--- config.mk ---
export PLATFORM = sky130hd
export DESIGN_NAME = lcd_mode_line_timing_unit_flat
export DESIGN_NICKNAME = d
export VERILOG_FILES = /design/src/rtl/lmlt_pkg.sv /design/src/rtl/lmlt_if.sv /design/src/rtl/lcd_mode_line_timing_unit.sv /design/src/rtl/lmlt_cfg_regs.sv /design/src/rtl/lmlt_timing.sv /design/src/rtl/lmlt_out_reg.sv /design/src/flat_wrapper.sv
export SDC_FILE = /design/constraint.sdc
export NUM_CORES = 1
export LEC_CHECK = 0
export ABC_AREA = 1
export BUFFER_PORTS_ARGS = -buffer_cell sky130_fd_sc_hd__buf_2
export CAP_MARGIN = 20
export CORE_ASPECT_RATIO = 0.8
export CORE_MARGIN = 8
export CORE_UTILIZATION = 35
export DETAILED_ROUTE_END_ITERATION = 8
export PLACE_DENSITY = 0.59
export SLEW_MARGIN = 20
export SYNTH_ARGS = -nofsm -noshare
export SYNTH_HDL_FRONTEND = slang
export SYNTH_HIERARCHICAL = 1
export SYNTH_SLANG_ARGS = --single-unit
--- constraint.sdc ---
create_clock -name i_clk -period 3.2 [get_ports i_clk]
set_clock_uncertainty 0.2 [all_clocks]
set_input_delay 0.64 -clock i_clk [delete_from_list [all_inputs] [get_ports i_clk]]
set_output_delay 0.64 -clock i_clk [all_outputs]
set_load 0.01 [all_outputs]
--- src/rtl/lmlt_pkg.sv ---
// ----------------------------------------------------------------------------
// lmlt_pkg
// Shared types and constants for the LCD mode and line timing unit.
// ----------------------------------------------------------------------------
package lmlt_pkg;

    // Mode codes as reported on the status port
    typedef enum logic [1:0] {
        MODE_HBLANK = 2'd0,
        MODE_VBLANK = 2'd1,
        MODE_OAM    = 2'd2,
        MODE_XFER   = 2'd3
    } t_mode;

    // Configuration register indexes
    typedef enum logic [2:0] {
        CFG_LCD_ON        = 3'd0,
        CFG_HBLANK_INT_EN = 3'd1,
        CFG_VBLANK_INT_EN = 3'd2,
        CFG_OAM_INT_EN    = 3'd3,
        CFG_LYC_INT_EN    = 3'd4,
        CFG_LYC_VALUE     = 3'd5
    } t_cfg_idx;

    localparam int CFG_IDX_W  = 3;
    localparam int CFG_DATA_W = 8;
    localparam int CNT_W      = 9;
    localparam int LINE_W     = 8;

    // Mode lengths in dot clocks
    localparam logic [CNT_W-1:0] CLKS_MODE2 = 9'd80;
    localparam logic [CNT_W-1:0] CLKS_MODE3 = 9'd172;
    localparam logic [CNT_W-1:0] CLKS_MODE0 = 9'd204;
    localparam logic [CNT_W-1:0] CLKS_MODE1 = 9'd456;

    localparam logic [LINE_W-1:0] LAST_VISIBLE_LINE = 8'd144;
    localparam logic [LINE_W-1:0] LAST_LINE         = 8'd153;

    typedef struct packed {
        logic              lcd_on;
        logic              hblank_int_en;
        logic              vblank_int_en;
        logic              oam_int_en;
        logic              lyc_int_en;
        logic [LINE_W-1:0] lyc_value;
    } t_cfg;

    typedef struct packed {
        t_mode             mode;
        logic [LINE_W-1:0] line;
        logic              lyc_match;
        logic              stat_irq;
        logic              vblank_irq;
        logic              frame_done;
    } t_result;

endpackage

--- src/rtl/lmlt_if.sv ---
// ----------------------------------------------------------------------------
// lmlt_if
// Handshake channels of the LCD mode and line timing unit.
// ----------------------------------------------------------------------------
interface lmlt_in_if;
    logic valid;
    logic ready;
    logic tick;

    modport source (output valid, output tick, input ready);
    modport sink   (input valid, input tick, output ready);
endinterface

interface lmlt_out_if;
    logic       valid;
    logic       ready;
    logic [1:0] mode;
    logic [7:0] line;
    logic       lyc_match;
    logic       stat_irq;
    logic       vblank_irq;
    logic       frame_done;

    modport source (output valid, output mode, output line, output lyc_match,
                    output stat_irq, output vblank_irq, output frame_done,
                    input ready);
    modport sink   (input valid, input mode, input line, input lyc_match,
                    input stat_irq, input vblank_irq, input frame_done,
                    output ready);
endinterface

interface lmlt_cfg_if;
    logic       valid;
    logic       ready;
    logic [2:0] index;
    logic [7:0] data;

    modport source (output valid, output index, output data, input ready);
    modport sink   (input valid, input index, input data, output ready);
endinterface

--- src/rtl/lcd_mode_line_timing_unit.sv ---
// ----------------------------------------------------------------------------
// lcd_mode_line_timing_unit
// LCD mode and line sequencer with status and vblank requests.
// ----------------------------------------------------------------------------
// A result beat is registered when its tick beat is accepted.
// Throughput: one tick beat per cycle; the result register refills in the
// cycle its beat is taken, so only output back-pressure stalls the input.
// Reset (synchronous, active low): mode 1 with an 80-dot limit, line 0,
// dot count 0, compare flag clear, all configuration registers 0.
// ----------------------------------------------------------------------------
module lcd_mode_line_timing_unit (
    input  logic       i_clk,
    input  logic       i_rst_n,
    lmlt_in_if.sink    i_in,
    lmlt_cfg_if.sink   i_cfg,
    lmlt_out_if.source o_out
);
    import lmlt_pkg::*;

    t_cfg    w_cfg;
    t_result w_result;
    logic    w_can_load;
    logic    w_accept;

    // Take a tick whenever the result register is free or being drained
    assign i_in.ready = w_can_load;
    assign w_accept   = i_in.valid && w_can_load;

    // Configuration bank: always ready; the user must write it only while idle
    lmlt_cfg_regs u_cfg_regs (
        .i_clk   (i_clk),
        .i_rst_n (i_rst_n),
        .i_cfg   (i_cfg),
        .o_cfg   (w_cfg)
    );

    // Timing state: advance on an accepted beat with tick set; an idle
    // beat reports the current state with all pulses low
    lmlt_timing u_timing (
        .i_clk    (i_clk),
        .i_rst_n  (i_rst_n),
        .i_accept (w_accept),
        .i_tick   (i_in.tick),
        .i_cfg    (w_cfg),
        .o_result (w_result)
    );

    // Hold the result until the sink takes it
    lmlt_out_reg u_out_reg (
        .i_clk      (i_clk),
        .i_rst_n    (i_rst_n),
        .i_load     (w_accept),
        .i_result   (w_result),
        .o_can_load (w_can_load),
        .o_out      (o_out)
    );

endmodule

--- src/rtl/lmlt_cfg_regs.sv ---
// ----------------------------------------------------------------------------
// lmlt_cfg_regs
// Configuration register bank; writes beyond the register list are dropped.
// ----------------------------------------------------------------------------
module lmlt_cfg_regs (
    input  logic          i_clk,
    input  logic          i_rst_n,
    lmlt_cfg_if.sink      i_cfg,
    output lmlt_pkg::t_cfg o_cfg
);
    import lmlt_pkg::*;

    t_cfg r_cfg;
    t_cfg n_cfg;

    assign i_cfg.ready = 1'b1;
    assign o_cfg       = r_cfg;

    always_comb begin
        n_cfg = r_cfg;
        if (i_cfg.valid) begin
            case (t_cfg_idx'(i_cfg.index))
                CFG_LCD_ON:        n_cfg.lcd_on        = i_cfg.data[0];
                CFG_HBLANK_INT_EN: n_cfg.hblank_int_en = i_cfg.data[0];
                CFG_VBLANK_INT_EN: n_cfg.vblank_int_en = i_cfg.data[0];
                CFG_OAM_INT_EN:    n_cfg.oam_int_en    = i_cfg.data[0];
                CFG_LYC_INT_EN:    n_cfg.lyc_int_en    = i_cfg.data[0];
                CFG_LYC_VALUE:     n_cfg.lyc_value     = i_cfg.data;
                default:           n_cfg               = r_cfg;
            endcase
        end
    end

    always_ff @(posedge i_clk) begin
        if (!i_rst_n) begin
            r_cfg <= '0;
        end else begin
            r_cfg <= n_cfg;
        end
    end

endmodule

--- src/rtl/lmlt_timing.sv ---
// ----------------------------------------------------------------------------
// lmlt_timing
// Dot counter, mode sequencer and line counter; forms one result per beat.
// ----------------------------------------------------------------------------
module lmlt_timing (
    input  logic              i_clk,
    input  logic              i_rst_n,
    input  logic              i_accept,
    input  logic              i_tick,
    input  lmlt_pkg::t_cfg    i_cfg,
    output lmlt_pkg::t_result o_result
);
    import lmlt_pkg::*;

    logic [CNT_W-1:0]  r_count, n_count;
    logic [CNT_W-1:0]  r_limit, n_limit;
    t_mode             r_mode,  n_mode;
    logic [LINE_W-1:0] r_line,  n_line;
    logic              r_flag,  n_flag;

    logic [CNT_W-1:0]  w_count_inc;
    logic [LINE_W-1:0] w_line_inc;
    logic              w_stat_cond;
    logic              w_stat;
    logic              w_vbl;
    logic              w_done;

    assign w_count_inc = r_count + 9'd1;
    assign w_line_inc  = r_line + 8'd1;

    // Status condition sampled on the mode and line before the transition
    assign w_stat_cond = (i_cfg.oam_int_en    && (r_mode == MODE_OAM))
                      || (i_cfg.hblank_int_en && (r_mode == MODE_HBLANK))
                      || (i_cfg.vblank_int_en && (r_mode == MODE_VBLANK))
                      || (i_cfg.lyc_int_en    && (r_line == i_cfg.lyc_value));

    always_comb begin
        n_count = r_count;
        n_limit = r_limit;
        n_mode  = r_mode;
        n_line  = r_line;
        n_flag  = r_flag;
        w_stat  = 1'b0;
        w_vbl   = 1'b0;
        w_done  = 1'b0;
        if (i_accept && i_tick) begin
            n_count = w_count_inc;
            if (w_count_inc >= r_limit) begin
                n_count = '0;
                w_stat  = i_cfg.lcd_on && w_stat_cond;
                case (r_mode)
                    MODE_OAM: begin
                        n_mode  = MODE_XFER;
                        n_limit = CLKS_MODE3;
                    end
                    MODE_XFER: begin
                        n_mode  = MODE_HBLANK;
                        n_limit = CLKS_MODE0;
                    end
                    MODE_HBLANK: begin
                        n_mode  = MODE_OAM;
                        n_limit = CLKS_MODE2;
                        n_line  = w_line_inc;
                        n_flag  = (w_line_inc == i_cfg.lyc_value);
                        if (w_line_inc > LAST_VISIBLE_LINE) begin
                            n_mode  = MODE_VBLANK;
                            n_limit = CLKS_MODE1;
                            w_vbl   = i_cfg.lcd_on;
                        end
                    end
                    default: begin
                        // vblank keeps its current limit
                        n_line = w_line_inc;
                        n_flag = (w_line_inc == i_cfg.lyc_value);
                        if (w_line_inc > LAST_LINE) begin
                            w_done  = 1'b1;
                            n_line  = '0;
                            n_flag  = (i_cfg.lyc_value == '0);
                            n_mode  = MODE_OAM;
                            n_limit = CLKS_MODE2;
                        end
                    end
                endcase
            end
        end
    end

    always_comb begin
        o_result.mode       = n_mode;
        o_result.line       = n_line;
        o_result.lyc_match  = n_flag;
        o_result.stat_irq   = w_stat;
        o_result.vblank_irq = w_vbl;
        o_result.frame_done = w_done;
    end

    always_ff @(posedge i_clk) begin
        if (!i_rst_n) begin
            r_count <= '0;
            r_limit <= CLKS_MODE2;
            r_mode  <= MODE_VBLANK;
            r_line  <= '0;
            r_flag  <= 1'b0;
        end else begin
            r_count <= n_count;
            r_limit <= n_limit;
            r_mode  <= n_mode;
            r_line  <= n_line;
            r_flag  <= n_flag;
        end
    end

endmodule

--- src/rtl/lmlt_out_reg.sv ---
// ----------------------------------------------------------------------------
// lmlt_out_reg
// Result register; refills in the same cycle its beat is taken.
// ----------------------------------------------------------------------------
module lmlt_out_reg (
    input  logic              i_clk,
    input  logic              i_rst_n,
    input  logic              i_load,
    input  lmlt_pkg::t_result i_result,
    output logic              o_can_load,
    lmlt_out_if.source        o_out
);
    import lmlt_pkg::*;

    logic    r_valid, n_valid;
    t_result r_result;

    assign o_can_load = !r_valid || o_out.ready;

    always_comb begin
        n_valid = r_valid;
        if (i_load) begin
            n_valid = 1'b1;
        end else if (o_out.ready) begin
            n_valid = 1'b0;
        end
    end

    assign o_out.valid      = r_valid;
    assign o_out.mode       = r_result.mode;
    assign o_out.line       = r_result.line;
    assign o_out.lyc_match  = r_result.lyc_match;
    assign o_out.stat_irq   = r_result.stat_irq;
    assign o_out.vblank_irq = r_result.vblank_irq;
    assign o_out.frame_done = r_result.frame_done;

    always_ff @(posedge i_clk) begin
        if (!i_rst_n) begin
            r_valid <= 1'b0;
        end else begin
            r_valid <= n_valid;
        end
    end

    always_ff @(posedge i_clk) begin
        if (i_load) begin
            r_result <= i_result;
        end
    end

endmodule

--- src/flat_wrapper.sv ---
// flat-port wrapper written by rule: the top's interface ports become plain ports
module lcd_mode_line_timing_unit_flat import lmlt_pkg::*;
  (i_clk, i_rst_n, i_in_valid, i_in_tick, i_in_ready, i_cfg_valid, i_cfg_index, i_cfg_data, i_cfg_ready, o_out_valid, o_out_mode, o_out_line, o_out_lyc_match, o_out_stat_irq, o_out_vblank_irq, o_out_frame_done, o_out_ready);
  lmlt_in_if i_in_i ();
  lmlt_cfg_if i_cfg_i ();
  lmlt_out_if o_out_i ();
  input  logic i_clk;
  input  logic i_rst_n;
  input wire logic [$bits(i_in_i.valid)-1:0] i_in_valid;
  input wire logic [$bits(i_in_i.tick)-1:0] i_in_tick;
  output wire logic [$bits(i_in_i.ready)-1:0] i_in_ready;
  input wire logic [$bits(i_cfg_i.valid)-1:0] i_cfg_valid;
  input wire logic [$bits(i_cfg_i.index)-1:0] i_cfg_index;
  input wire logic [$bits(i_cfg_i.data)-1:0] i_cfg_data;
  output wire logic [$bits(i_cfg_i.ready)-1:0] i_cfg_ready;
  output wire logic [$bits(o_out_i.valid)-1:0] o_out_valid;
  output wire logic [$bits(o_out_i.mode)-1:0] o_out_mode;
  output wire logic [$bits(o_out_i.line)-1:0] o_out_line;
  output wire logic [$bits(o_out_i.lyc_match)-1:0] o_out_lyc_match;
  output wire logic [$bits(o_out_i.stat_irq)-1:0] o_out_stat_irq;
  output wire logic [$bits(o_out_i.vblank_irq)-1:0] o_out_vblank_irq;
  output wire logic [$bits(o_out_i.frame_done)-1:0] o_out_frame_done;
  input wire logic [$bits(o_out_i.ready)-1:0] o_out_ready;
  assign i_in_i.valid = i_in_valid;
  assign i_in_i.tick = i_in_tick;
  assign i_in_ready = i_in_i.ready;
  assign i_cfg_i.valid = i_cfg_valid;
  assign i_cfg_i.index = i_cfg_index;
  assign i_cfg_i.data = i_cfg_data;
  assign i_cfg_ready = i_cfg_i.ready;
  assign o_out_valid = o_out_i.valid;
  assign o_out_mode = o_out_i.mode;
  assign o_out_line = o_out_i.line;
  assign o_out_lyc_match = o_out_i.lyc_match;
  assign o_out_stat_irq = o_out_i.stat_irq;
  assign o_out_vblank_irq = o_out_i.vblank_irq;
  assign o_out_frame_done = o_out_i.frame_done;
  assign o_out_i.ready = o_out_ready;
  lcd_mode_line_timing_unit u_core (.i_clk(i_clk), .i_rst_n(i_rst_n), .i_in(i_in_i), .i_cfg(i_cfg_i), .o_out(o_out_i));
endmodule
* Yosys cells after proc, flatten, opt, wreduce, memory -nomap -nowiden *
Index checks and enable logic that the tools add are counted.

cells by class
  mux-type cells = 20
  add/sub/neg operators = 2
  equal/unequal tests = 10
  bitwise logic cells = 2
  reduce and logical (&&, ||, !) cells = 28
  $lt $le $gt $ge = 3

operators by type and width
  operator                                                          count
  9-bit 2-to-1 mux                                                  3
  9-bit one-hot mux with 3 select lines                             1
  8-bit 2-to-1 mux                                                  3
  8-bit == test                                                     2
  8-bit greater-than comparator (second input constant)             2
  8-bit one-hot mux with 2 select lines                             1
  2-bit AND reduction                                               7
  9-bit by 1-bit adder with 9-bit output (second input constant)    1
  9-bit greater-or-equal comparator                                 1
  8-bit by 1-bit adder with 8-bit output (second input constant)    1
  8-bit logical NOT                                                 1
  2-bit 2-to-1 mux                                                  4
  1-bit logical AND                                                 7
  3-bit by 2-bit == test with 1-bit output (second input constant)  2
  3-bit == test (second input constant)                             2
  1-bit 2-to-1 mux                                                  6
  2-bit one-hot mux with 3 select lines                             1
  5-bit OR reduction                                                1
  2-bit == test (second input constant)                             2
  1-bit logical OR                                                  4
  4-bit AND reduction                                               1
  4-bit nonzero test                                                1
  3-bit by 1-bit == test with 1-bit output (second input constant)  1
  3-bit logical NOT                                                 1
  8 further kinds                                                   9

word-level totals
  word-level logic and storage cells = 83
  flip-flop bits (word level) = 57

* Depth between registers and ports, before layout *
Gate-level depths: netlist (run 1).

  depth after elaboration = 6
  gate-level depth with buffers = 19

* Cells and area by module *
The synthesis (run 1) kept the hierarchy.

by module, submodules not included
  module                     times used  area each (um^2)  cells an instance
  lmlt_timing                1           2148.3            341
  lmlt_cfg_regs              1           598.1             89
  lmlt_out_reg               1           466.7             20
  lcd_mode_line_timing_unit  1           7.5               2

* Worst setup path after synthesis (run 1) *
Ideal clock, no wire load.

  kind = reg-to-reg
  start = register u_core.u_timing.r_count[0]
  end = register u_core.u_out_reg.r_result, in the netlist u_core/u_out_reg/o_out.lyc_match, data pin
  data required time = 2.749 ns
  slack = 0.154 ns
  clock period less this slack = 3.046 ns
  setup time = 0.251 ns
  path buffers = 1
  stages on the path, launching flop included = 18
  arrival = 2.595 ns
  path through = dfxtp_1 -> ha_1 -> nand2_1 -> nor2_1 -> nand3_1 -> nand3b_1 -> xor2_1 -> inv_1 -> ha_1 -> a21oi_1 -> o21a_1 -> nand3_1 -> nand2_1 -> inv_1 -> or2_2 -> nand2_1 -> inv_1 -> buf_4

between the ends
  word-level cells in the longest chain between the ends = 4

RTL lines
  element                                 RTL line            text
  from (decl)                             lmlt_timing.sv:15   logic [CNT_W-1:0] r_count, n_count;
  from (signal assigned)                  lmlt_timing.sv:105  r_count <= n_count;
  9-bit by 1-bit adder with 9-bit output  lmlt_timing.sv:28   assign w_count_inc = r_count + 9'd1;
  9-bit greater-or-equal comparator       lmlt_timing.sv:48   if (w_count_inc >= r_limit) begin
  1-bit 2-to-1 mux                        lmlt_timing.sv:48
  1-bit 2-to-1 mux                        lmlt_timing.sv:46   if (i_accept && i_tick) begin
  named net u_core.u_timing.n_flag        lmlt_timing.sv:19   logic r_flag, n_flag;
  to (signal assigned)                    lmlt_out_reg.sv:47  r_result <= i_result;
  to (decl)                               lmlt_out_reg.sv:16  t_result r_result;

The timed path passes the listed nets, and every way through them passes these cells.
A chain may end at the register's enable or synchronous reset.

==> impl_summary.txt, run 1 <==
----------------------------------------------------
[Outcome]
  Outcome ... finished clean

[Logic synthesis]
  Synthesized-area fraction occupied by and/or/nand/nor cells ... a little over a third
  Flop and latch count out of synthesis ... 54
  Cell accounting for the most synthesized area ... sky130_fd_sc_hd__dfxtp_1
  Distinct cell type count after synthesis ... 40
  Netlist area before placement ... 3220 µm²
  Largest family of logic cells by synthesized area ... simple AND/OR/NAND/NOR gates
  Top cells by count, synth ... sky130_fd_sc_hd__nand2_1, sky130_fd_sc_hd__inv_1, sky130_fd_sc_hd__nor2_1
  Number of enable flip-flop cells after synthesis ... 14
  Count of mapped cells out of synthesis ... 452
  Share of synthesized registers carrying an async set or reset ... 0%
  Synth Flop Type ... sky130_fd_sc_hd__dfxtp_1
  Most frequently used cell type in the post-synthesis netlist ... sky130_fd_sc_hd__nand2_1
  Portion of netlist area occupied by mux cells ... 0%
  Ranking of synthesized cells by area ... sky130_fd_sc_hd__dfxtp_1, sky130_fd_sc_hd__nand2_1, sky130_fd_sc_hd__edfxtp_1
  Sequential-to-total area share from yosys stat ... between 30% and 40%
  Mean post-synth cell area ... 7.13 µm²
  Post-synthesis compound-gate area fraction ... under 10%
  Synth warn ... 6
  Share of synthesized cell area in full adder, half adder and majority cells ... 4.27%
  Post-Syn Nets ... 480
  Post-Synth XOR/XNOR Area ... between 3 and 4%
  Area share of the leading cell type in the synthesized netlist ... 24.9%

[Drt]
  Routed wl met2 ... between 2 and 3 mm
  Routed length on met1 ... a little under 4 mm
  Detailed-route wire length ... 7.18 mm
  WL per Instance ... 12.0 µm
  Number of optimization iterations in the first detailed-route pass ... 4
  Violation count after the first detailed-route iteration ... 188
  Vias per inst ... 4.68
  Final antenna-violating net count ... 0
  Total length of routed met3 wires ... 543 µm
  DRC violations left ... 0
  Vias ... approximately 2800
  Highest signal layer in the routed design ... met4

[STA]
  Number of pins with negative max-slew slack in the final report ... 0
  Count of endpoints failing setup in the final report ... 0
  Setup Total Neg Slack ... 0 ns
  Ratio of final minimum period to clock period ... about nine tenths
  Headroom to the max-slew limit ... 50.7%
  Number of failing hold endpoints at the final stage ... 0
  Shortest period the worst path allows ... 2.92 ns
  Unrepaired setup endpoints after global routing ... no
  Highest achievable clock rate ... 343 MHz
  Transition time at the pin with the least slew margin ... roughly 0.74 ns

[Setup path]
  Startpoint-to-endpoint class of the critical path ... flip-flop to flip-flop
  Reg2Reg Launch Point ... u_core/u_timing/r_count[1]
  Max stage delay cell, worst path ... sky130_fd_sc_hd__dfxtp_2
  Critical Path Start ... u_core/u_timing/r_count[1]
  Kind of cell adding the most delay to the critical path ... simple AND/OR/NAND/NOR gates
  Endpoint of the worst register-to-register path ... u_core/u_out_reg/o_out.line[2]
  Cell count of the worst reg-to-reg path ... 17
  Required time worst endpoint ... approximately 3.1 ns
  Crit path arrival time ... 2.77 ns
  Cell count along the critical path ... 17
  Startpoint types ... flip-flop
  Critical path, cell by cell ... ha_1 > nand2_1 > nor2_2 > nand3_1 > nand3b_1 > xor2_1 > inv_1 > ha_1 > nand2_1 > o21a_1 > nand3_2 > nand2_1 > buf_4 > a21oi_1 > nand3_1 > nand2_1 > inv_1
  CP endpoint kind ... flip-flop
  Worst setup slack for register-to-register paths ... 0.28 ns
  Cell repeated most along the worst path ... sky130_fd_sc_hd__nand2_1
  Critical path buffers and inverters ... 3
  Termination of the worst setup path ... u_core/u_out_reg/o_out.line[2]
  Peak fanout along the critical path ... 5
  Crit-path max cell delay ... 0.35 ns

[Placement]
  Cell area after placement ... 3480 µm²
  Cells after DPL ... 591
  PortBufs ... 32
  Final weighted congestion of routability-driven global placement ... 0.904
  DPL Wire Length ... ~5.7 mm

[Layout]
  Fillers ... 973
  Area grow syn2layout ... 13.2%
  Final std cells w/o fill ... approximately 600
  Diodes inserted ... 0
  Non-Filler Cell Area, Final ... 3640 µm²
  Sequential Area ... roughly 1200 µm²
  Area of the multi-input gates ... ~1700 µm²
  Layout cells sized above 1 ... 18.6%
  # nets final ... about 510

[GRT]
  Pin count of the biggest net entering global routing ... 23
  Total GRT Usage ... 12.4%
  Antenna violations before repair ... 0
  Total congestion overflow after global routing ... 0
  Global-route wire length before repair ... 12.6 mm
  Via count of the first global-routing pass ... 2658

[CTS]
  Clock input transition at the sequential cells of the worst setup and hold paths ... 0.07 ns
  Number of buffers added by the clock tree synthesis step ... 5
  # clock sinks ... 54
  Maximum root-to-sink buffer count ... 2
  Master cell of the clock root buffer ... sky130_fd_sc_hd__clkbuf_16
  Clock tree from TritonCTS ... done
  H-Tree Depth ... 2
  Clk_lat worst skew ... 0.29 ns
  Post-CTS setup buffer count ... 0

[Die]
  DIE WIDTH ... 123 µm
  Number of standard-cell rows in the floorplan ... 31
  Die Footprint ... 12500 µm²
  Core region area ... approximately 9000 µm²
  Starting density of the core ... 35.8%
  Io pins ... 34
  DIE HEIGHT ... 102 µm

[Power]
  Power density over the cells ... 370 nW/µm²
  Max VDD drop ... 0.218 mV
  Overall Power ... around 1.3 mW
  Static Leak ... 1.68 nW

[Worst hold path]
  Worst hold path class ... flip-flop to flip-flop

[Job]
  Max-cap violations ... 0

----------------------------------------------------
## layer usage
layer / global-route usage, % / vias up
met4: 2.68 / 0
met1: 18.3 / 1225
li1: - / 1503
met5: 0 / -
met3: 3.23 / 2
met2: 17.6 / 71
## cells in the final DEF, fill, tap and decap left out, types with 4 or more instances in the layout
cell type                   count
sky130_fd_sc_hd__nor2_2         4
sky130_fd_sc_hd__ha_1          11
sky130_fd_sc_hd__inv_2          8
sky130_fd_sc_hd__buf_4          5
sky130_fd_sc_hd__o21ai_0        6
sky130_fd_sc_hd__a21oi_1       25
sky130_fd_sc_hd__inv_1         57
sky130_fd_sc_hd__edfxtp_1      14
sky130_fd_sc_hd__nand3_1       34
sky130_fd_sc_hd__nand2_2       12
sky130_fd_sc_hd__nand3_2        6
sky130_fd_sc_hd__clkbuf_16      5
sky130_fd_sc_hd__nand4_1       12
sky130_fd_sc_hd__nor2_4         6
sky130_fd_sc_hd__dfxtp_1       39
sky130_fd_sc_hd__nor2_1        51
sky130_fd_sc_hd__xor2_1         7
sky130_fd_sc_hd__buf_2         32
sky130_fd_sc_hd__a22oi_1        4
sky130_fd_sc_hd__nand2_1      117
## how the worst min path moves through the flow
stage          cells past startpoint                         end                       start
3_3_place_gp                       2  u_core/u_timing/r_limit[5]  u_core/u_timing/r_limit[5]
2_1_floorplan                      2  u_core/u_timing/r_limit[5]  u_core/u_timing/r_limit[5]
6_report                           2  u_core/u_timing/r_limit[6]  u_core/u_timing/r_limit[6]
4_1_cts                            2  u_core/u_timing/r_limit[2]  u_core/u_timing/r_limit[2]
5_1_grt                            2  u_core/u_timing/r_limit[7]  u_core/u_timing/r_limit[7]
3_5_place_dp                       2  u_core/u_timing/r_limit[6]  u_core/u_timing/r_limit[6]
## metrics by stage
step                      setup slack, ns  utilization, %  hold slack (ns)
after floorplan                     0.154               -            0.239
after global placement              0.177            38.7            0.253
after detailed placement            0.107            38.7            0.264
after CTS                          0.0897            40.3            0.280
after global routing               0.0327            40.5            0.296
final                               0.280            40.5            0.275
## tightest hold or removal path: cells and delay by family (launching register included)
family             cells  cell delay, ns
AOI/OAI and AO/OA      1            0.06
and+or+nand+nor        1            0.04
DFF                    1            0.35
## timing repair
action / in CTS / in global routing
setup endpoints to repair: 0 / 28
hold buffers: 0 / 0
resized for setup: 0 / 7
## state kept, by name (all words and copies together) (netlist names)
signal and cells:
u_core/u_cfg_regs/o_cfg 13, u_core/u_out_reg/o_out.frame_done 1, u_core/u_out_reg/o_out.line 8, u_core/u_out_reg/o_out.lyc_match 1, u_core/u_out_reg/o_out.mode 2, u_core/u_out_reg/o_out.stat_irq 1, u_core/u_out_reg/o_out.valid 1, u_core/u_out_reg/o_out.vblank_irq 1
u_core/u_timing/r_count 9, u_core/u_timing/r_flag 1, u_core/u_timing/r_limit 6, u_core/u_timing/r_line 8, u_core/u_timing/r_mode 2
## cell type report
type	instances	share of cell area, %
Timing Repair Buffer	37	5.42
Tap cell	115	3.95
Inverter	67	6.97
Clock buffer	5	3.43
Clock inverter	3	0.584
Sequential cell	54	33.5
Multi-Input combinational cell	318	46.1
## cells by family (layout without fill, tap and decap cells)
group | Yosys count | count (layout)
AND/OR/NAND/NOR | 250 | 250
buffers and inverters | 80 | 112
flip-flops | 54 | 54
XOR/XNOR | 11 | 11
AO/OA/AOI/OAI | 45 | 45
adder cells (fa/ha/maj) | 11 | 11
other | 1 | 1
## power by group
part / switching (mW) / total, mW / internal [mW] / leakage [nW]
clock network: 0.236 / 0.526 / 0.290 / 0.0714
logic: 0.0629 / 0.0980 / 0.0351 / 1.15
registers: 0.00944 / 0.724 / 0.714 / 0.464
total: 0.308 / 1.35 / 1.04 / 1.68
No activity file was read; power rests on OpenSTA's default activity.
==> run 2, diff against run 1 <==
- PLACE_DENSITY: 0.59 -> not set
- PLACE_DENSITY_LB_ADDON: not set -> 0.05
==> run 2 against run 1 <==
  * Combinational power rose by 0.7%
  * Worst hold slack got worse by 0.013 ns
  * Power rose by 6.3%
  * First-iteration DRC count fell by 3.7%
  * Maximum frequency fell by 1.2%
  * Clock-buffer cell count did not move
  * Die area did not move
  * Routed wire length rose by 4.8%
  * Sequential share of layout area fell by 0.54 points
  * Sequential power barely moved
==> impl_summary.txt, run 2 (same netlist as run 1, synthesis figures left out) <==
----------------------------------------------------
[Outcome]
  Outcome ... finished clean (unchanged)

[Die]
  DIE WIDTH ... 123 µm (unchanged)
  Number of standard-cell rows in the floorplan ... 31 (unchanged)
  DIE HEIGHT ... 102 µm (unchanged)
  Die Footprint ... 12500 µm² (unchanged)
  Starting density of the core ... 35.8% (unchanged)
  Core region area ... 9000 µm² (unchanged)
  Io pins ... 34 (unchanged)

[CTS]
  Clock input transition at the sequential cells of the worst setup and hold paths ... 0.08 ns (was 0.07 ns)
  Maximum root-to-sink buffer count ... 2 (unchanged)
  # clock sinks ... 54 (unchanged)
  H-Tree Depth ... 2 (unchanged)
  Number of buffers added by the clock tree synthesis step ... 5 (unchanged)
  Master cell of the clock root buffer ... sky130_fd_sc_hd__clkbuf_16 (unchanged)
  Clock tree from TritonCTS ... done (unchanged)
  Clk_lat worst skew ... 0.29 ns (about the same)

[Layout]
  Final core utilization ... 41.3% (was 40.5%)
  Sequential Area ... 1220 µm² (about the same)
  # nets final ... 514 (was 511)
  Area of the multi-input gates ... 1700 µm² (was 1680 µm²)
  Layout cells sized above 1 ... 19.7% (was 18.6%)
  Fillers ... 933 (was 973)
  Most frequent standard cell in the layout excluding fill and tap cells ... sky130_fd_sc_hd__nand2_1 (unchanged)
  Largest register FFs ... 13 (unchanged)
  Leading cell types in the layout, fill and taps excluded ... sky130_fd_sc_hd__nand2_1, sky130_fd_sc_hd__inv_1, sky130_fd_sc_hd__nor2_1 (unchanged)
  Diodes inserted ... 0 (unchanged)
  Area grow syn2layout ... 15.3% (was 13.2%)

[Job]
  Max-cap violations ... 0 (unchanged)

[Setup path]
  Startpoint-to-endpoint class of the critical path ... flip-flop to flip-flop (unchanged)
  CP endpoint kind ... flip-flop (unchanged)
  Crit path arrival time ... 2.80 ns (was 2.77 ns)
  Peak fanout along the critical path ... 8 (was 5)
  Required time worst endpoint ... 3.04 ns (was 3.05 ns)
  Startpoint types ... flip-flop (unchanged)
  Reg2Reg Launch Point ... u_core/u_timing/r_count[1] (unchanged)
  Critical Path Start ... u_core/u_timing/r_count[1] (unchanged)

[Drt]
  DRC violations left ... 0 (unchanged)
  Detailed-route wire length ... 7.53 mm (was 7.18 mm)
  WL per Instance ... 12.5 µm (was 12.0 µm)
  Violation count after the first detailed-route iteration ... 181 (was 188)
  Vias ... 2752 (was 2801)
  Vias per inst ... 4.57 (was 4.68)
  Number of optimization iterations in the first detailed-route pass ... 5 (was 4)
  Final antenna-violating net count ... 0 (unchanged)

[Worst hold path]
  Startpoint of the lowest-slack hold path ... u_core/u_timing/r_limit[7] (was u_core/u_timing/r_limit[6])
  Worst hold path class ... flip-flop to flip-flop (unchanged)

[STA]
  Worst slack on hold paths ... 0.262 ns (was 0.275 ns)
  Shortest period the worst path allows ... 2.96 ns (was 2.92 ns)
  Number of pins with negative max-slew slack in the final report ... 0 (unchanged)
  Ratio of final minimum period to clock period ... 92.3% (was 91.2%)
  Count of endpoints failing setup in the final report ... 0 (unchanged)
  Setup Total Neg Slack ... 0 ns (unchanged)
  Headroom to the max-slew limit ... 47.7% (was 50.7%)
  Highest achievable clock rate ... 338 MHz (was 343 MHz)
  Unrepaired setup endpoints after global routing ... no (unchanged)
  Transition time at the pin with the least slew margin ... 0.783 ns (was 0.739 ns)
  Fin worst setup slack ... 0.245 ns (was 0.280 ns)
  Number of failing hold endpoints at the final stage ... 0 (unchanged)

[GRT]
  Antenna violations before repair ... 0 (unchanged)
  Total congestion overflow after global routing ... 0 (unchanged)
  Via count of the first global-routing pass ... 2578 (was 2658)
  Global-route wire length before repair ... 12.7 mm (was 12.6 mm)
  Total GRT Usage ... 12.7% (was 12.4%)
  Pin count of the biggest net entering global routing ... 23 (unchanged)

[Power]
  Static Leak ... 1.70 nW (was 1.68 nW)
  Overall Power ... 1.43 mW (was 1.35 mW)
  Max VDD drop ... 0.202 mV (was 0.218 mV)
  Power density over the cells ... 386 nW/µm² (was 370 nW/µm²)

[Placement]
  DPL Wire Length ... 5.96 mm (was 5.75 mm)
  Post-placement setup slack ... 0.0397 ns (was 0.107 ns)
  Final weighted congestion of routability-driven global placement ... 0.800 (was 0.904)
  PortBufs ... 32 (unchanged)

----------------------------------------------------
==> run 2: cell type report <==
class	count	share of cell area, %
Multi-Input combinational cell	318	45.8
Sequential cell	54	33.0
Inverter	67	6.84
Timing Repair Buffer	40	5.93
Tap cell	115	3.88
Clock buffer	5	3.37
Clock inverter	3	1.15
==> run 2: critical path: stages, from the launching register on <==
cell and delay (ns):
sky130_fd_sc_hd__dfxtp_4 0.37, sky130_fd_sc_hd__ha_2 0.18, sky130_fd_sc_hd__nand2_1 0.09, sky130_fd_sc_hd__nor2_4 0.14
sky130_fd_sc_hd__nand3_2 0.08, sky130_fd_sc_hd__nand3b_1 0.18, sky130_fd_sc_hd__xor2_1 0.14, sky130_fd_sc_hd__inv_1 0.09
sky130_fd_sc_hd__ha_4 0.28, sky130_fd_sc_hd__nand2_1 0.06, sky130_fd_sc_hd__o21a_1 0.18, sky130_fd_sc_hd__nand3_1 0.10
sky130_fd_sc_hd__nand2_1 0.10, sky130_fd_sc_hd__buf_4 0.17, sky130_fd_sc_hd__nor2_2 0.10, sky130_fd_sc_hd__inv_2 0.09
sky130_fd_sc_hd__nand2_1 0.08, sky130_fd_sc_hd__nand2_1 0.06
==> run 2: path summary, 6_finish.rpt <==
| path | to | slack, ns | depth (start not counted) |
|---|---|---|---|
| worst max-delay path | u_core/u_out_reg/o_out.line[5] | 0.24 | 17 |
| worst max register to register | u_core/u_out_reg/o_out.line[5] | 0.24 | 17 |
| worst min-delay path | u_core/u_timing/r_limit[7] | 0.26 | 2 |
| worst min register to register | u_core/u_timing/r_limit[7] | 0.26 | 2 |
==> run 2: timing repair <==
action,in CTS,in global routing
hold buffers,0,0
endpoints found under the setup margin,0,31
buffers inserted,0,1
gates resized for setup,0,12
==> run 2: per-layer routing <==
metal	global-route usage, %	up-vias	share of wire, %
met5	0	-	0
met4	2.22	0	0.44
met3	2.51	2	4.4
met2	16.8	52	36
met1	20.1	1193	59
li1	-	1505	-
==> run 2: stage by stage <==
stage | area (µm²) | cells
floorplan | 3220 | 452
global placement | 3500 | 593
detailed placement | 3500 | 593
CTS | 3660 | 601
global route | 3710 | 602
finish | 3710 | 602
==> run 2: report_power, final <==
group / switching, mW / internal, mW
combinational: 0.0627 / 0.0361
clock: 0.242 / 0.370
sequential: 0.00952 / 0.713
==> run 3, diff against run 2 <==
- CORE_MARGIN: 8 -> not set
==> run 3 against run 2 <==
  * Sequential cell count is the same
  * Sequential power about the same
  * Die area decreased by 24%
  * Register-to-register slack is essentially flat
  * Maximum frequency increased by 0.32%
  * Non-clock buffer count is 1 lower
  * Clock power decreased by 7.7%
  * Global-route usage increased by 4.0 points
  * Highest routed layer unchanged
  * Largest cell class unchanged
  * Worst hold slack gained 0.0061 ns
==> impl_summary.txt, run 3 (same netlist as run 1, synthesis figures left out) <==
----------------------------------------------------
[Layout]
  Area of the multi-input gates ... 1700 µm² (about the same)
  Final core utilization ... 42.3% (was 41.3%)
  Fillers ... 937 (was 933)
  Area grow syn2layout ... 14.5% (was 15.3%)
  # nets final ... 513 (was 514)
  Most frequent standard cell in the layout excluding fill and tap cells ... sky130_fd_sc_hd__nand2_1 (unchanged)
  Sequential Area ... 1220 µm² (about the same)
  Largest register FFs ... 13 (unchanged)
  Non-Filler Cell Area, Final ... 3690 µm² (was 3710 µm²)
  Layout cells sized above 1 ... 19.3% (was 19.7%)
  Diodes inserted ... 0 (unchanged)
  Leading cell types in the layout, fill and taps excluded ... sky130_fd_sc_hd__nand2_1, sky130_fd_sc_hd__inv_1, sky130_fd_sc_hd__nor2_1 (unchanged)

[Placement]
  Cell area after placement ... 3490 µm² (was 3500 µm²)
  Final weighted congestion of routability-driven global placement ... 0.822 (was 0.800)
  PortBufs ... 32 (unchanged)
  DPL Wire Length ... 5.71 mm (was 5.96 mm)

[Setup path]
  Startpoint-to-endpoint class of the critical path ... flip-flop to flip-flop (unchanged)
  Peak fanout along the critical path ... 7 (was 8)
  Required time worst endpoint ... 3.06 ns (was 3.04 ns)
  Crit path arrival time ... 2.81 ns (was 2.80 ns)
  CP endpoint kind ... flip-flop (unchanged)
  Startpoint types ... flip-flop (unchanged)
  Worst setup slack for register-to-register paths ... 0.25 ns (was 0.24 ns)

[Power]
  Portion of total power attributed to combinational logic ... 7.0% (was 6.9%)
  Power dissipated by switching net loads ... 322 µW (was 314 µW)
  Static Leak ... 1.69 nW (was 1.70 nW)
  Clock network power share ... 40.8% (was 42.7%)
  Internal ... 1.06 mW (was 1.12 mW)
  Sw frac ... 23.2% (was 21.9%)
  Share of power burned in registers ... 52.2% (was 50.4%)
  Power density over the cells ... 376 nW/µm² (was 386 nW/µm²)
  Overall Power ... 1.39 mW (was 1.43 mW)
  Max VDD drop ... 0.232 mV (was 0.202 mV)

[Job]
  Max-cap violations ... 0 (unchanged)

[CTS]
  Clock tree from TritonCTS ... done (unchanged)
  # hold bufs at CTS ... 0 (unchanged)
  Maximum root-to-sink buffer count ... 2 (unchanged)
  Clk_lat worst skew ... 0.30 ns (was 0.29 ns)
  Master cell of the clock root buffer ... sky130_fd_sc_hd__clkbuf_16 (unchanged)
  # clock sinks ... 54 (unchanged)
  Clock input transition at the sequential cells of the worst setup and hold paths ... 0.08 ns (about the same)
  Number of buffers added by the clock tree synthesis step ... 5 (unchanged)
  H-Tree Depth ... 2 (unchanged)

[Die]
  DIE HEIGHT ... 87.8 µm (was 102 µm)
  DIE WIDTH ... 109 µm (was 123 µm)
  Die Footprint ... 9590 µm² (was 12500 µm²)
  Io pins ... 34 (unchanged)
  Number of standard-cell rows in the floorplan ... 30 (was 31)
  Starting density of the core ... 37.0% (was 35.8%)
  Core region area ... 8710 µm² (was 9000 µm²)

[STA]
  Number of pins with negative max-slew slack in the final report ... 0 (unchanged)
  Setup Total Neg Slack ... 0 ns (unchanged)
  Ratio of final minimum period to clock period ... 92.0% (was 92.3%)
  Transition time at the pin with the least slew margin ... 0.761 ns (was 0.783 ns)
  Number of failing hold endpoints at the final stage ... 0 (unchanged)
  Headroom to the max-slew limit ... 49.2% (was 47.7%)
  Count of endpoints failing setup in the final report ... 0 (unchanged)
  Worst slack on hold paths ... 0.269 ns (was 0.262 ns)
  Shortest period the worst path allows ... 2.95 ns (was 2.96 ns)
  Highest achievable clock rate ... 339 MHz (was 338 MHz)

[Drt]
  DRC violations left ... 0 (unchanged)
  Vias per inst ... 4.66 (was 4.57)
  Detailed-route wire length ... 7.27 mm (was 7.53 mm)
  Final antenna-violating net count ... 0 (unchanged)
  Violation count after the first detailed-route iteration ... 137 (was 181)
  Vias ... 2788 (was 2752)
  WL per Instance ... 12.2 µm (was 12.5 µm)
  Number of optimization iterations in the first detailed-route pass ... 4 (was 5)

[GRT]
  Met2 Resource Use GR ... 21.7% (was 16.8%)
  Pin count of the biggest net entering global routing ... 23 (unchanged)
  Via count of the first global-routing pass ... 2475 (was 2578)
  Met3 Use GR ... 3.05% (was 2.51%)
  Global-route wire length before repair ... 12.3 mm (was 12.7 mm)
  Met1 usage in global routing ... 26.8% (was 20.1%)
  Layer with the highest usage after global routing ... met1 (unchanged)
  Antenna violations before repair ... 0 (unchanged)
  Total congestion overflow after global routing ... 0 (unchanged)
  Total GRT Usage ... 16.6% (was 12.7%)

[Worst hold path]
  Worst hold path class ... flip-flop to flip-flop (unchanged)

[Outcome]
  Outcome ... finished clean (unchanged)

----------------------------------------------------
-- run 3: cell count changes in the layout (fill, tap and decap cells not counted), sizes merged --
cell / delta
buf: -1
clkbuf: +1
clkinv: -1
bufinv: -1
clkinvlp: +1
-- run 3: power groups by stage --
stage               clock, mW  sequential [mW]  combinational (mW)
floorplan                   0            0.742              0.0553
global placement            0            0.739              0.0981
detailed placement          0            0.739              0.0984
CTS                     0.579            0.723              0.0985
global route            0.613            0.725               0.112
finish                  0.565            0.723              0.0973
-- run 3: repair_timing --
item | 4_1_cts | 5_1_grt
endpoints found under the setup margin | 7 | 30
resized for setup | 1 | 9
pin swaps | 0 | 1
buffers inserted | 0 | 1
-- run 3: final timing paths --
| path | from | to | depth (start not counted) |
|---|---|---|---|
| hold / removal | u_core/u_timing/r_limit[7] | u_core/u_timing/r_limit[7] | 2 |
| hold reg to reg | u_core/u_timing/r_limit[7] | u_core/u_timing/r_limit[7] | 2 |
| setup / recovery | u_core/u_timing/r_count[1] | u_core/u_out_reg/o_out.mode[0] | 18 |
| setup reg to reg | u_core/u_timing/r_count[1] | u_core/u_out_reg/o_out.mode[0] | 18 |
-- run 3: per-stage QoR --
| stage | setup slack, ns | instances |
|---|---|---|
| floorplan | 0.154 | 452 |
| global placement | 0.0972 | 589 |
| detailed placement | -0.00145 | 589 |
| CTS | 0.0290 | 597 |
| global route | -0.00660 | 598 |
| finish | 0.254 | 598 |
-- run 3: final cells by class --
| cell class | count | area share, % |
|---|---|---|
| Sequential cell | 54 | 33.2 |
| Tap cell | 112 | 3.80 |
| Timing Repair Buffer | 39 | 5.77 |
| Multi-Input combinational cell | 318 | 46.2 |
| Clock inverter | 2 | 0.441 |
| Inverter | 67 | 6.89 |
| Clock buffer | 6 | 3.77 |
-- run 3: layer usage --
metal,part of all wire (%),up-vias,routed length [µm]
met5,0,-,0
li1,-,1506,-
met3,4.7,4,339
met1,58,1215,4220
met2,36,63,2650
met4,0.87,0,63
-- run 3: critical path, stage by stage, from the launching register on --
cell and delay [ns]:
sky130_fd_sc_hd__dfxtp_2 0.36, sky130_fd_sc_hd__ha_2 0.18, sky130_fd_sc_hd__nand2_1 0.08, sky130_fd_sc_hd__nor2_4 0.14, sky130_fd_sc_hd__nand3_2 0.08, sky130_fd_sc_hd__nand3b_1 0.18
sky130_fd_sc_hd__xor2_1 0.14, sky130_fd_sc_hd__inv_1 0.09, sky130_fd_sc_hd__ha_4 0.28, sky130_fd_sc_hd__nand2_1 0.06, sky130_fd_sc_hd__o21a_1 0.18, sky130_fd_sc_hd__nand3_1 0.09
sky130_fd_sc_hd__nand2_1 0.08, sky130_fd_sc_hd__inv_1 0.20, sky130_fd_sc_hd__nand2_4 0.11, sky130_fd_sc_hd__inv_4 0.09, sky130_fd_sc_hd__nand2_2 0.05, sky130_fd_sc_hd__nand2_2 0.06
sky130_fd_sc_hd__inv_1 0.04
